==> src/rtl/utcld_pkg.sv <==
// ----------------------------------------------------------------------------
// utcld_pkg
// Shared types and constants for the UTC to local date/time converter.
// ----------------------------------------------------------------------------
package utcld_pkg;

    localparam int unsigned YEAR_W   = 14;
    localparam int unsigned MONTH_W  = 4;
    localparam int unsigned DAY_W    = 5;
    localparam int unsigned HOUR_W   = 5;
    localparam int unsigned MINUTE_W = 6;
    localparam int unsigned OFFSET_W = 8;
    localparam int unsigned CFG_IDX_W = 1;

    // Register indexes on the configuration port
    localparam logic [CFG_IDX_W-1:0] REG_UTC_OFFSET     = 1'd0;
    localparam logic [CFG_IDX_W-1:0] REG_USE_TWELVE_HOUR = 1'd1;

    localparam logic [OFFSET_W-1:0] OFFSET_CLAMP = 8'd104;
    localparam logic [OFFSET_W-1:0] OFFSET_RESET = 8'd48;

    // Minute-of-day sum is carried biased by +720 so it stays unsigned
    localparam logic [11:0] SUM_LOW    = 12'd720;
    localparam logic [11:0] SUM_HIGH   = 12'd2160;

    localparam logic [MONTH_W-1:0] MONTH_JAN = 4'd1;
    localparam logic [MONTH_W-1:0] MONTH_FEB = 4'd2;
    localparam logic [MONTH_W-1:0] MONTH_DEC = 4'd12;

    typedef struct packed {
        logic [YEAR_W-1:0]   year;
        logic [MONTH_W-1:0]  month;
        logic [DAY_W-1:0]    day;
        logic [HOUR_W-1:0]   hour;
        logic [MINUTE_W-1:0] minute;
    } utc_item_t;

    typedef struct packed {
        logic [YEAR_W-1:0]   year;
        logic [MONTH_W-1:0]  month;
        logic [DAY_W-1:0]    day;
        logic [HOUR_W-1:0]   shown_hour;
        logic [MINUTE_W-1:0] minute;
        logic                is_pm;
        logic                date_valid;
    } local_item_t;

    typedef struct packed {
        logic [OFFSET_W-1:0] utc_offset_biased;
        logic                use_twelve_hour;
    } cfg_t;

    // Month length; zero for a month code outside 1..12
    function automatic logic [DAY_W-1:0] month_len(input logic [MONTH_W-1:0] m,
                                                   input logic leap);
        logic [DAY_W-1:0] len;
        case (m)
            4'd1, 4'd3, 4'd5, 4'd7, 4'd8, 4'd10, 4'd12: len = 5'd31;
            4'd4, 4'd6, 4'd9, 4'd11:                    len = 5'd30;
            MONTH_FEB:                                  len = leap ? 5'd29 : 5'd28;
            default:                                    len = 5'd0;
        endcase
        return len;
    endfunction

endpackage

==> src/rtl/utcld_calc.sv <==
// ----------------------------------------------------------------------------
// utcld_calc
// Combinational offset, minute-of-day wrap and one-day date shift.
// ----------------------------------------------------------------------------
module utcld_calc (
    input  utcld_pkg::utc_item_t   utc,
    input  utcld_pkg::cfg_t        cfg,
    output utcld_pkg::local_item_t loc
);
    import utcld_pkg::*;

    logic [OFFSET_W-1:0] biased;
    logic [10:0]         hm;
    logic [10:0]         b15;
    logic [11:0]         sum;
    logic                go_fwd;
    logic                go_back;
    logic [10:0]         wrapped;
    logic [21:0]         hq_prod;
    logic [5:0]          hq;
    logic [11:0]         hr;
    logic [4:0]          hour24;
    logic [5:0]          minute;
    logic [26:0]         cq_prod;
    logic [7:0]          cent;
    logic [YEAR_W:0]     yrem;
    logic                leap;
    logic [DAY_W-1:0]    len_in;
    logic [YEAR_W-1:0]   year_o;
    logic [MONTH_W-1:0]  month_o;
    logic [DAY_W-1:0]    day_o;
    logic [DAY_W-1:0]    len_o;
    logic [4:0]          hour12;

    always_comb
    begin
        biased = (cfg.utc_offset_biased > OFFSET_CLAMP) ? OFFSET_CLAMP
                                                        : cfg.utc_offset_biased;
        hm  = ({utc.hour, 6'd0} - {4'd0, utc.hour, 2'd0}) + {5'd0, utc.minute};
        b15 = {biased, 3'd0} + {1'b0, biased, 2'd0} + {2'b0, biased, 1'b0}
              + {3'd0, biased};
        sum = {1'b0, hm} + {1'b0, b15};

        go_back = sum < SUM_LOW;
        go_fwd  = sum >= SUM_HIGH;
        if (go_back)
            wrapped = 11'(sum + SUM_LOW);
        else if (go_fwd)
            wrapped = 11'(sum - SUM_HIGH);
        else
            wrapped = 11'(sum - SUM_LOW);

        // divide by 60 via reciprocal, with one correction step
        hq_prod = 22'(wrapped) * 22'd1093;
        hq      = hq_prod[21:16];
        hr      = {1'b0, wrapped} - ({hq, 6'd0} - {4'd0, hq, 2'd0});
        if (hr >= 12'd60)
        begin
            hour24 = 5'(hq + 6'd1);
            minute = 6'(hr - 12'd60);
        end
        else
        begin
            hour24 = hq[4:0];
            minute = hr[5:0];
        end

        // leap: year/100 via reciprocal; year%100 and (year/100)%4
        cq_prod = 27'(utc.year) * 27'd5243;
        cent    = cq_prod[26:19];
        yrem    = {1'b0, utc.year} - 15'({cent, 6'd0} + {cent, 5'd0} + {cent, 2'd0});
        if (yrem >= 15'd100)
        begin
            yrem = yrem - 15'd100;
            cent = cent + 8'd1;
        end
        leap = (utc.year[1:0] == 2'd0) && ((yrem != 15'd0) || (cent[1:0] == 2'd0));

        // the year only changes across Dec/Jan, where leap does not matter
        len_in  = month_len(utc.month, leap);
        year_o  = utc.year;
        month_o = utc.month;
        day_o   = utc.day;
        if (go_fwd)
        begin
            if (utc.day < len_in)
                day_o = utc.day + 5'd1;
            else
            begin
                day_o = 5'd1;
                if (utc.month == MONTH_DEC)
                begin
                    month_o = MONTH_JAN;
                    year_o  = utc.year + 14'd1;
                end
                else
                    month_o = utc.month + 4'd1;
            end
        end
        else if (go_back)
        begin
            if (utc.day > 5'd1)
                day_o = utc.day - 5'd1;
            else
            begin
                if (utc.month == MONTH_JAN)
                begin
                    month_o = MONTH_DEC;
                    year_o  = utc.year - 14'd1;
                end
                else
                    month_o = utc.month - 4'd1;
                day_o = month_len(month_o, leap);
            end
        end
        len_o = month_len(month_o, leap);

        hour12 = (hour24 >= 5'd12) ? hour24 - 5'd12 : hour24;
        if (hour12 == 5'd0)
            hour12 = 5'd12;

        loc.year       = year_o;
        loc.month      = month_o;
        loc.day        = day_o;
        loc.shown_hour = cfg.use_twelve_hour ? hour12 : hour24;
        loc.minute     = minute;
        loc.is_pm      = hour24 >= 5'd12;
        // month_len is zero for bad month codes, so this also checks the month
        loc.date_valid = (day_o != 5'd0) && (day_o <= len_o);
    end

endmodule

==> src/rtl/utc_offset_local_date_time_core.sv <==
// ----------------------------------------------------------------------------
// utc_offset_local_date_time_core
// UTC date/time to local date/time under a quarter-hour offset.
// ----------------------------------------------------------------------------
// Input channel: in_valid / in_stall with the five UTC fields. Output channel:
// out_valid / out_stall with the local date, hour, minute, PM and valid flags.
// A beat is taken on each edge with valid high and stall low.
// The UTC beat lands in an input register; the conversion is one short pass
// of logic into the result register, from which the result is presented.
// One beat per cycle is sustained while out_stall is low; the input register
// refills whenever the result register is free or being emptied.
// When out_stall is held the result register holds, the input register holds
// behind it and in_stall rises once both are full.
// Configuration: cfg_we writes cfg_wdata to the register at cfg_index
// (0: biased UTC offset, 1: twelve-hour mode); write only while idle.
// Reset clears both valid flags, sets the offset to zero (biased 48) and
// selects 24-hour form.
// ----------------------------------------------------------------------------
module utc_offset_local_date_time_core (
    input  logic                            clk,
    input  logic                            rst_n,
    input  logic                            cfg_we,
    input  logic [utcld_pkg::CFG_IDX_W-1:0] cfg_index,
    input  logic [utcld_pkg::OFFSET_W-1:0]  cfg_wdata,
    input  logic                            in_valid,
    output logic                            in_stall,
    input  logic [utcld_pkg::YEAR_W-1:0]    utc_year,
    input  logic [utcld_pkg::MONTH_W-1:0]   utc_month,
    input  logic [utcld_pkg::DAY_W-1:0]     utc_day,
    input  logic [utcld_pkg::HOUR_W-1:0]    utc_hour,
    input  logic [utcld_pkg::MINUTE_W-1:0]  utc_minute,
    output logic                            out_valid,
    input  logic                            out_stall,
    output logic [utcld_pkg::YEAR_W-1:0]    local_year,
    output logic [utcld_pkg::MONTH_W-1:0]   local_month,
    output logic [utcld_pkg::DAY_W-1:0]     local_day,
    output logic [utcld_pkg::HOUR_W-1:0]    shown_hour,
    output logic [utcld_pkg::MINUTE_W-1:0]  local_minute,
    output logic                            is_pm,
    output logic                            date_valid
);
    import utcld_pkg::*;

    cfg_t        cfg_reg;
    utc_item_t   in_item_reg;
    logic        in_valid_reg;
    local_item_t res_reg;
    logic        res_valid_reg;
    local_item_t res_next;
    logic        res_load;
    logic        in_load;

    always_ff @(posedge clk or negedge rst_n)
    begin
        if (!rst_n)
        begin
            cfg_reg.utc_offset_biased <= OFFSET_RESET;
            cfg_reg.use_twelve_hour   <= 1'b0;
        end
        else if (cfg_we)
        begin
            case (cfg_index)
                REG_UTC_OFFSET:      cfg_reg.utc_offset_biased <= cfg_wdata;
                REG_USE_TWELVE_HOUR: cfg_reg.use_twelve_hour   <= cfg_wdata[0];
                default:             cfg_reg <= cfg_reg;
            endcase
        end
    end

    assign res_load = in_valid_reg && (!res_valid_reg || !out_stall);
    assign in_stall = in_valid_reg && !res_load;
    assign in_load  = in_valid && !in_stall;

    always_ff @(posedge clk or negedge rst_n)
    begin
        if (!rst_n)
        begin
            in_valid_reg  <= 1'b0;
            res_valid_reg <= 1'b0;
        end
        else
        begin
            if (in_load || res_load)
                in_valid_reg <= in_load;
            if (res_load)
                res_valid_reg <= 1'b1;
            else if (!out_stall)
                res_valid_reg <= 1'b0;
        end
    end

    always_ff @(posedge clk)
    begin
        if (in_load)
        begin
            in_item_reg.year   <= utc_year;
            in_item_reg.month  <= utc_month;
            in_item_reg.day    <= utc_day;
            in_item_reg.hour   <= utc_hour;
            in_item_reg.minute <= utc_minute;
        end
        if (res_load)
            res_reg <= res_next;
    end

    utcld_calc u_calc (
        .utc (in_item_reg),
        .cfg (cfg_reg),
        .loc (res_next)
    );

    assign out_valid    = res_valid_reg;
    assign local_year   = res_reg.year;
    assign local_month  = res_reg.month;
    assign local_day    = res_reg.day;
    assign shown_hour   = res_reg.shown_hour;
    assign local_minute = res_reg.minute;
    assign is_pm        = res_reg.is_pm;
    assign date_valid   = res_reg.date_valid;

    a_stall_needs_item: assert property (@(posedge clk) disable iff (!rst_n)
        in_stall |-> in_valid_reg && res_valid_reg && out_stall)
        else $error("input stalled without a held item");

    a_load_shows: assert property (@(posedge clk) disable iff (!rst_n)
        res_load |=> out_valid)
        else $error("loaded result not presented");

    a_item_kept: assert property (@(posedge clk) disable iff (!rst_n)
        in_valid_reg && !res_load |=> in_valid_reg)
        else $error("pending item dropped");

    a_time_range: assert property (@(posedge clk) disable iff (!rst_n)
        out_valid |-> local_minute < 6'd60 && shown_hour < 5'd24)
        else $error("local time out of range");

endmodule

==> config.mk <==
export PLATFORM = sky130hd
export DESIGN_NAME = utc_offset_local_date_time_core
export DESIGN_NICKNAME = d
export VERILOG_FILES = /design/src/rtl/utcld_pkg.sv /design/src/rtl/utcld_calc.sv /design/src/rtl/utc_offset_local_date_time_core.sv
export SDC_FILE = /design/constraint.sdc
export NUM_CORES = 1
export LEC_CHECK = 0
export BUFFER_PORTS_ARGS = -buffer_cell sky130_fd_sc_hd__buf_4
export CORE_ASPECT_RATIO = 1.75
export CORE_MARGIN = 4
export CORE_UTILIZATION = 40
export CTS_CLUSTER_DIAMETER = 40
export CTS_CLUSTER_SIZE = 25
export DETAILED_ROUTE_END_ITERATION = 8
export MAX_ROUTING_LAYER = met4
export PLACE_DENSITY = 0.56
export SLEW_MARGIN = 20
export SYNTH_ARGS = -nofsm -noshare
export SYNTH_HDL_FRONTEND = slang
export SYNTH_SLANG_ARGS = --single-unit
==> constraint.sdc <==
create_clock -name clk -period 19.3 [get_ports clk]
set_input_delay 3.86 -clock clk [delete_from_list [all_inputs] [get_ports clk]]
set_output_delay 3.86 -clock clk [all_outputs]
set_load 0.05 [all_outputs]
# Word level (Yosys, flattened, before mapping)
# Cells that the tools add are included.
# Widths: inputs -> output; s select.
[totals]
register_bits = 81
latch_bits = 0
ramBits = 0
mem_bits_ro = 0
input_bits = 48
output_inout_bits = 38
word_cells = 150
n_memories = 0
[op_classes]
n_addsub = 25
multipliers = 2
div_mod_pow = 0
order_cmp = 9
n_eq_ne = 37
n_shift = 0
muxes = 35
n_bitwise = 1
n_reduce_logical = 25
[op_table]
columns = ["op", "count"]
rows = [
  ["$mux 14", 6],
  ["$eq 4x4->1 const B", 15],
  ["$eq 4x3->1 const B", 12],
  ["$pmux 5 s3", 3],
  ["$mux 5", 8],
  ["$mux 4", 9],
  ["$mul 14x13->27 const B", 1],
  ["$eq 4x2->1 const B", 6],
  ["$mul 11x11->22 const B", 1],
  ["$mux 11", 2],
  ["$reduce_or 7->1", 3],
  ["$add 14x13->15", 1],
  ["$add 15x10->15", 1],
  ["$ge 15x7->1 const B", 1],
  ["$mux 15", 1],
  ["$reduce_bool 15->1", 1],
  ["$sub 14x15->15", 1],
  ["$sub 15x7->15 const B", 1],
  ["$add 14x1->14 const B", 1],
  ["$sub 14x1->14 const B", 1],
  ["$add 11x11->12", 1],
  ["$eq 4x1->1 const B", 3],
  ["$ge 12x12->1 const B", 1],
  ["$ge 12x6->1 const B", 1],
  ["other kinds (37)", 53],
]

# Logic depth before layout (Yosys ltp)
[logic_depth]
ltp_word = 19
ltp_mapped = 64
mapped_depth_nobuf = 61

# Cells and area by module
# Synthesis repeated with hierarchy kept, for this count alone.
[hier_totals]
cells_unflattened = 1365
area_unflattened_um2 = 13000.0
[by_module_without_submodules]
columns = ["mod", "instances", "cells_per_inst", "area_per_inst_um2", "seq_area_each_um2"]
rows = [
  ["utcld_calc", 1, 1266, 10423.7, 0.0],
  ["utc_offset_local_date_time_core", 1, 99, 2576.2, 2379.8],
]

# Least setup slack after synthesis
# OpenSTA, ideal clock, no wires.
[synth_path]
path_type = "register to register"
startpoint = "register cfg_reg[2] (netlist bit)"
endpoint = "register res_reg, in the netlist shown_hour[3], data pin"
setup_ps = 268
arrival_time_ps = 13619
t_required_ps = 19032
setup_slack_ps = 5413
path_stages_with_launch = 63
path_buffers = 2
period_less_slack_ps = 13887
cell_sequence = "dfrtp_1 o31ai_1 nand2b_1 a31oi_1 and2_1 inv_1 fa_1 xor2_1 ha_1 ha_1 a21o_1 a21oi_1 o21bai_1 a21oi_1 o21bai_1 a21oi_1 xnor2_1 ha_1 (+27 left out) a211oi_1 xor2_1 fa_1 inv_1 ha_1 o21a_1 or2_2 a32o_1 a41o_1 a21oi_1 or3_1 nor2_1 a211oi_1 and2_1 clkbuf_1 nand3_1 a311oi_1 o211ai_1"
[synth_rtl]
columns = ["item", "line", "rtl"]
rows = [
  ["start, declared", "utc_offset_local_date_time_core.sv:44", "cfg_t cfg_reg;"],
  ["start signal, assigned", "utc_offset_local_date_time_core.sv:65", "default: cfg_reg <= cfg_reg;"],
  ["end signal, assigned", "utc_offset_local_date_time_core.sv:103", "res_reg <= res_next;"],
  ["end, declared", "utc_offset_local_date_time_core.sv:47", "local_item_t res_reg;"],
]

==> flow_summary.yaml <==
critical_path:
  regToRegStartpoint: "cfg_reg[2]"
  cpMostUsedCell: "sky130_fd_sc_hd__ha_1"
  timing.rr.end: "shown_hour[2]"
  critPathTopFamily: "compound AO/OA/AOI/OAI gates"
  crit_fanout: 13
  worstPathRequired_ps: 19420
  critical_path_buf_inv_count: 6
  register_to_register_path_setup_slack_ps: 3440
  worst-setup-path-type: "reg -> reg"
  endpoint_kind: "flip-flop"
  worstSetupStartpointType: "flip-flop"
  critical-path-max-stage-delay_ps: 850
  worst_r2r_path_depth: 58
  worst_path_max_delay_cell: "sky130_fd_sc_hd__a211oi_1"
  cp_data_arrival_time_ps: 15980
synth:
  synth_top_area_cell: "sky130_fd_sc_hd__ha_1"
  yosysTopAreaCellShare: 0.255
  synth_seq_area_share: 0.179
  synthesis.area_per_instance_sq_um: 9.26
  yosysUniqueCellTypes: 83
  yosysMostFrequentCell: "sky130_fd_sc_hd__ha_1"
  share_of_synthesized_flip_flops_with_an_asynchronous_set_or_reset: 0.136
  synth-edff-count: 70
  synth.top_cells.by_count: "sky130_fd_sc_hd__ha_1, sky130_fd_sc_hd__inv_1, sky130_fd_sc_hd__fa_1"
  yosys_warnings: 0
  post_synth_inst_count: 1433
  synth_flop_cell: "sky130_fd_sc_hd__edfxtp_1"
  synth.cell_area_sq_um: 13300
  synth-seq-cells: 81
  ys_top_cells_by_area: "sky130_fd_sc_hd__ha_1, sky130_fd_sc_hd__edfxtp_1, sky130_fd_sc_hd__fa_1, sky130_fd_sc_hd__inv_1, sky130_fd_sc_hd__xnor2_1"
clocking:
  cts_repair_resize_count: 0
  cts_buffers: 9
  root_buffer: "sky130_fd_sc_hd__clkbuf_16"
  postcts_setup_bufs: 0
  hold_buffers: 0
  insertion_delay_ps: 370
  ctsHtreeMaxLevel: 3
  cts_tree: "built"
  clk_pin_slew_worst_paths_ps: 70
  ctsLongestPathBuffers: 2
  cts_sinks: 81
final_layout:
  syn2layout_area_growth_pct: 10.8
  design.final.nets: 1929
  regArea_sq_um: 2380
  post_route_cells_drive_above_1_share: 0.0963
  insertedDiodeCount: 0
  largest_register_ffs: 34
  multiInputGateArea_sq_um: 9990
  nFillCells: 3192
global_route:
  use_met2: 0.406
  wire_length_of_the_first_global_routing_pass_microns: 58000
  grt_util_met3: 0.0242
  grt_usage: 0.209
  globalRoute.busiestLayer: "met2"
  antenna_found_initial: 0
  grt_start_max_net_pins: 35
  use_met1: 0.193
  grt_remaining_overflow: 0
  first_global_vias: 11300
placement:
  finalWeightedCongestion: 0.951
  place.detailed.hpwl_microns: 30900
  placement.io_buffers: 85
  place_worst_setup_slack_ps: 3550
min_path:
  worstHoldPathCells: 1
  worstHoldEndpoint: "out_valid"
  hold_path_startpoint: "in_valid_reg"
  hold_path.class: "reg -> reg"
routing:
  vias: 10700
  detailedRoute.firstPassIterationCount: 4
  via_per_inst: 5.52
  drcViolationCount: 0
  finalWirelength_microns: 36100
  postRouteAntennaNets: 0
  wl_per_cell_microns: 18.7
  initialDrtViolationCount: 406
sta:
  report.final.slew_viol_count: 0
  rsz0062_at_grt: "no"
  timing_hold_violations_final: 0
  worst_slew_pin_slew_ps: 1020
  worst_slack_ps: 3440
  highest_clock_frequency_the_design_can_meet_ghz: 0.0630
  hold-worst-slack_ps: 496
  finalWorstPathRequiredPeriod_ps: 15860
  max-slew-margin-rel: 0.314
  fin_worst_skew_ps: 10.0
  fin_crit_sh: 0.822
  finalSetupTns_ps: 0
  timing.final.setup_violations: 0
flow_run:
  cap_violations: 0
run_status:
  run_status: "finished, final reports clean"
floorplanning:
  core-area_sq_um: 32900
  design.die.area_sq_um: 36300
  i_o_pin_count: 86
  die_x_microns: 146
  die_y_extent_microns: 249
  initial_utilization: 0.403
  rows: 88
-- cell type report --
class | count | share of cell area
well taps | 405 | 0.0345
flip-flops and latches | 81 | 0.162
clock buffers | 9 | 0.0153
repair buffers | 94 | 0.0480
multi-input cells | 1108 | 0.679
inverters | 227 | 0.0579
clock inverters | 7 | 0.00349
-- per-layer routing --
metal  share of wire  wire length (microns)
met5               0                      0
met2            0.57                  20700
met4           0.061                   2220
met1            0.34                  12400
met3           0.022                    807
-- stage by stage --
step | instance area (sq um) | std cells | util
6_report | 14700 | 1931 | 0.447
5_1_grt | 14700 | 1931 | 0.447
4_1_cts | 14700 | 1931 | 0.447
3_5_place_dp | 14400 | 1915 | 0.438
3_3_place_gp | 14400 | 1915 | 0.438
2_1_floorplan | 13300 | 1435 | -
-- kinds of logic after synthesis --
logic type | after synthesis | share of synthesized area
other | 2 | 0.000566
AO/OA/AOI/OAI | 282 | 0.149
adder cells (fa/ha/maj) | 362 | 0.391
multiplexers | 18 | 0.0148
flip-flops | 81 | 0.179
AND/OR/NAND/NOR | 349 | 0.134
XOR/XNOR | 93 | 0.0614
buffers and inverters | 246 | 0.0699
-- worst max-delay path by stage --
stage / startpoint / to / slack, ps / depth (start not counted)
floorplan: cfg_reg[2] / shown_hour[3] / 5410 / 62
global placement: cfg_reg[2] / shown_hour[2] / 3960 / 58
detailed placement: cfg_reg[2] / shown_hour[2] / 3550 / 58
CTS: cfg_reg[2] / shown_hour[2] / 3560 / 58
global route: cfg_reg[2] / shown_hour[2] / 1870 / 59
finish: cfg_reg[2] / shown_hour[2] / 3440 / 58
-- cell usage in the layout, fill, tap and decap left out, drive strengths merged, types with 29 or more instances in the layout --
master  synthesis  routed
a21oi          65      65
buf             4      94
edfxtp         70      70
fa             89      89
ha            271     271
inv           227     230
nand2          78      78
nand3          39      39
nor2           75      75
nor3           29      29
o21ai          43      43
xnor2          63      63
xor2           30      30
Power is left out: the tool's default activity adds up to more than one toggle a clock period on the data nets, which glitch-free logic cannot reach.
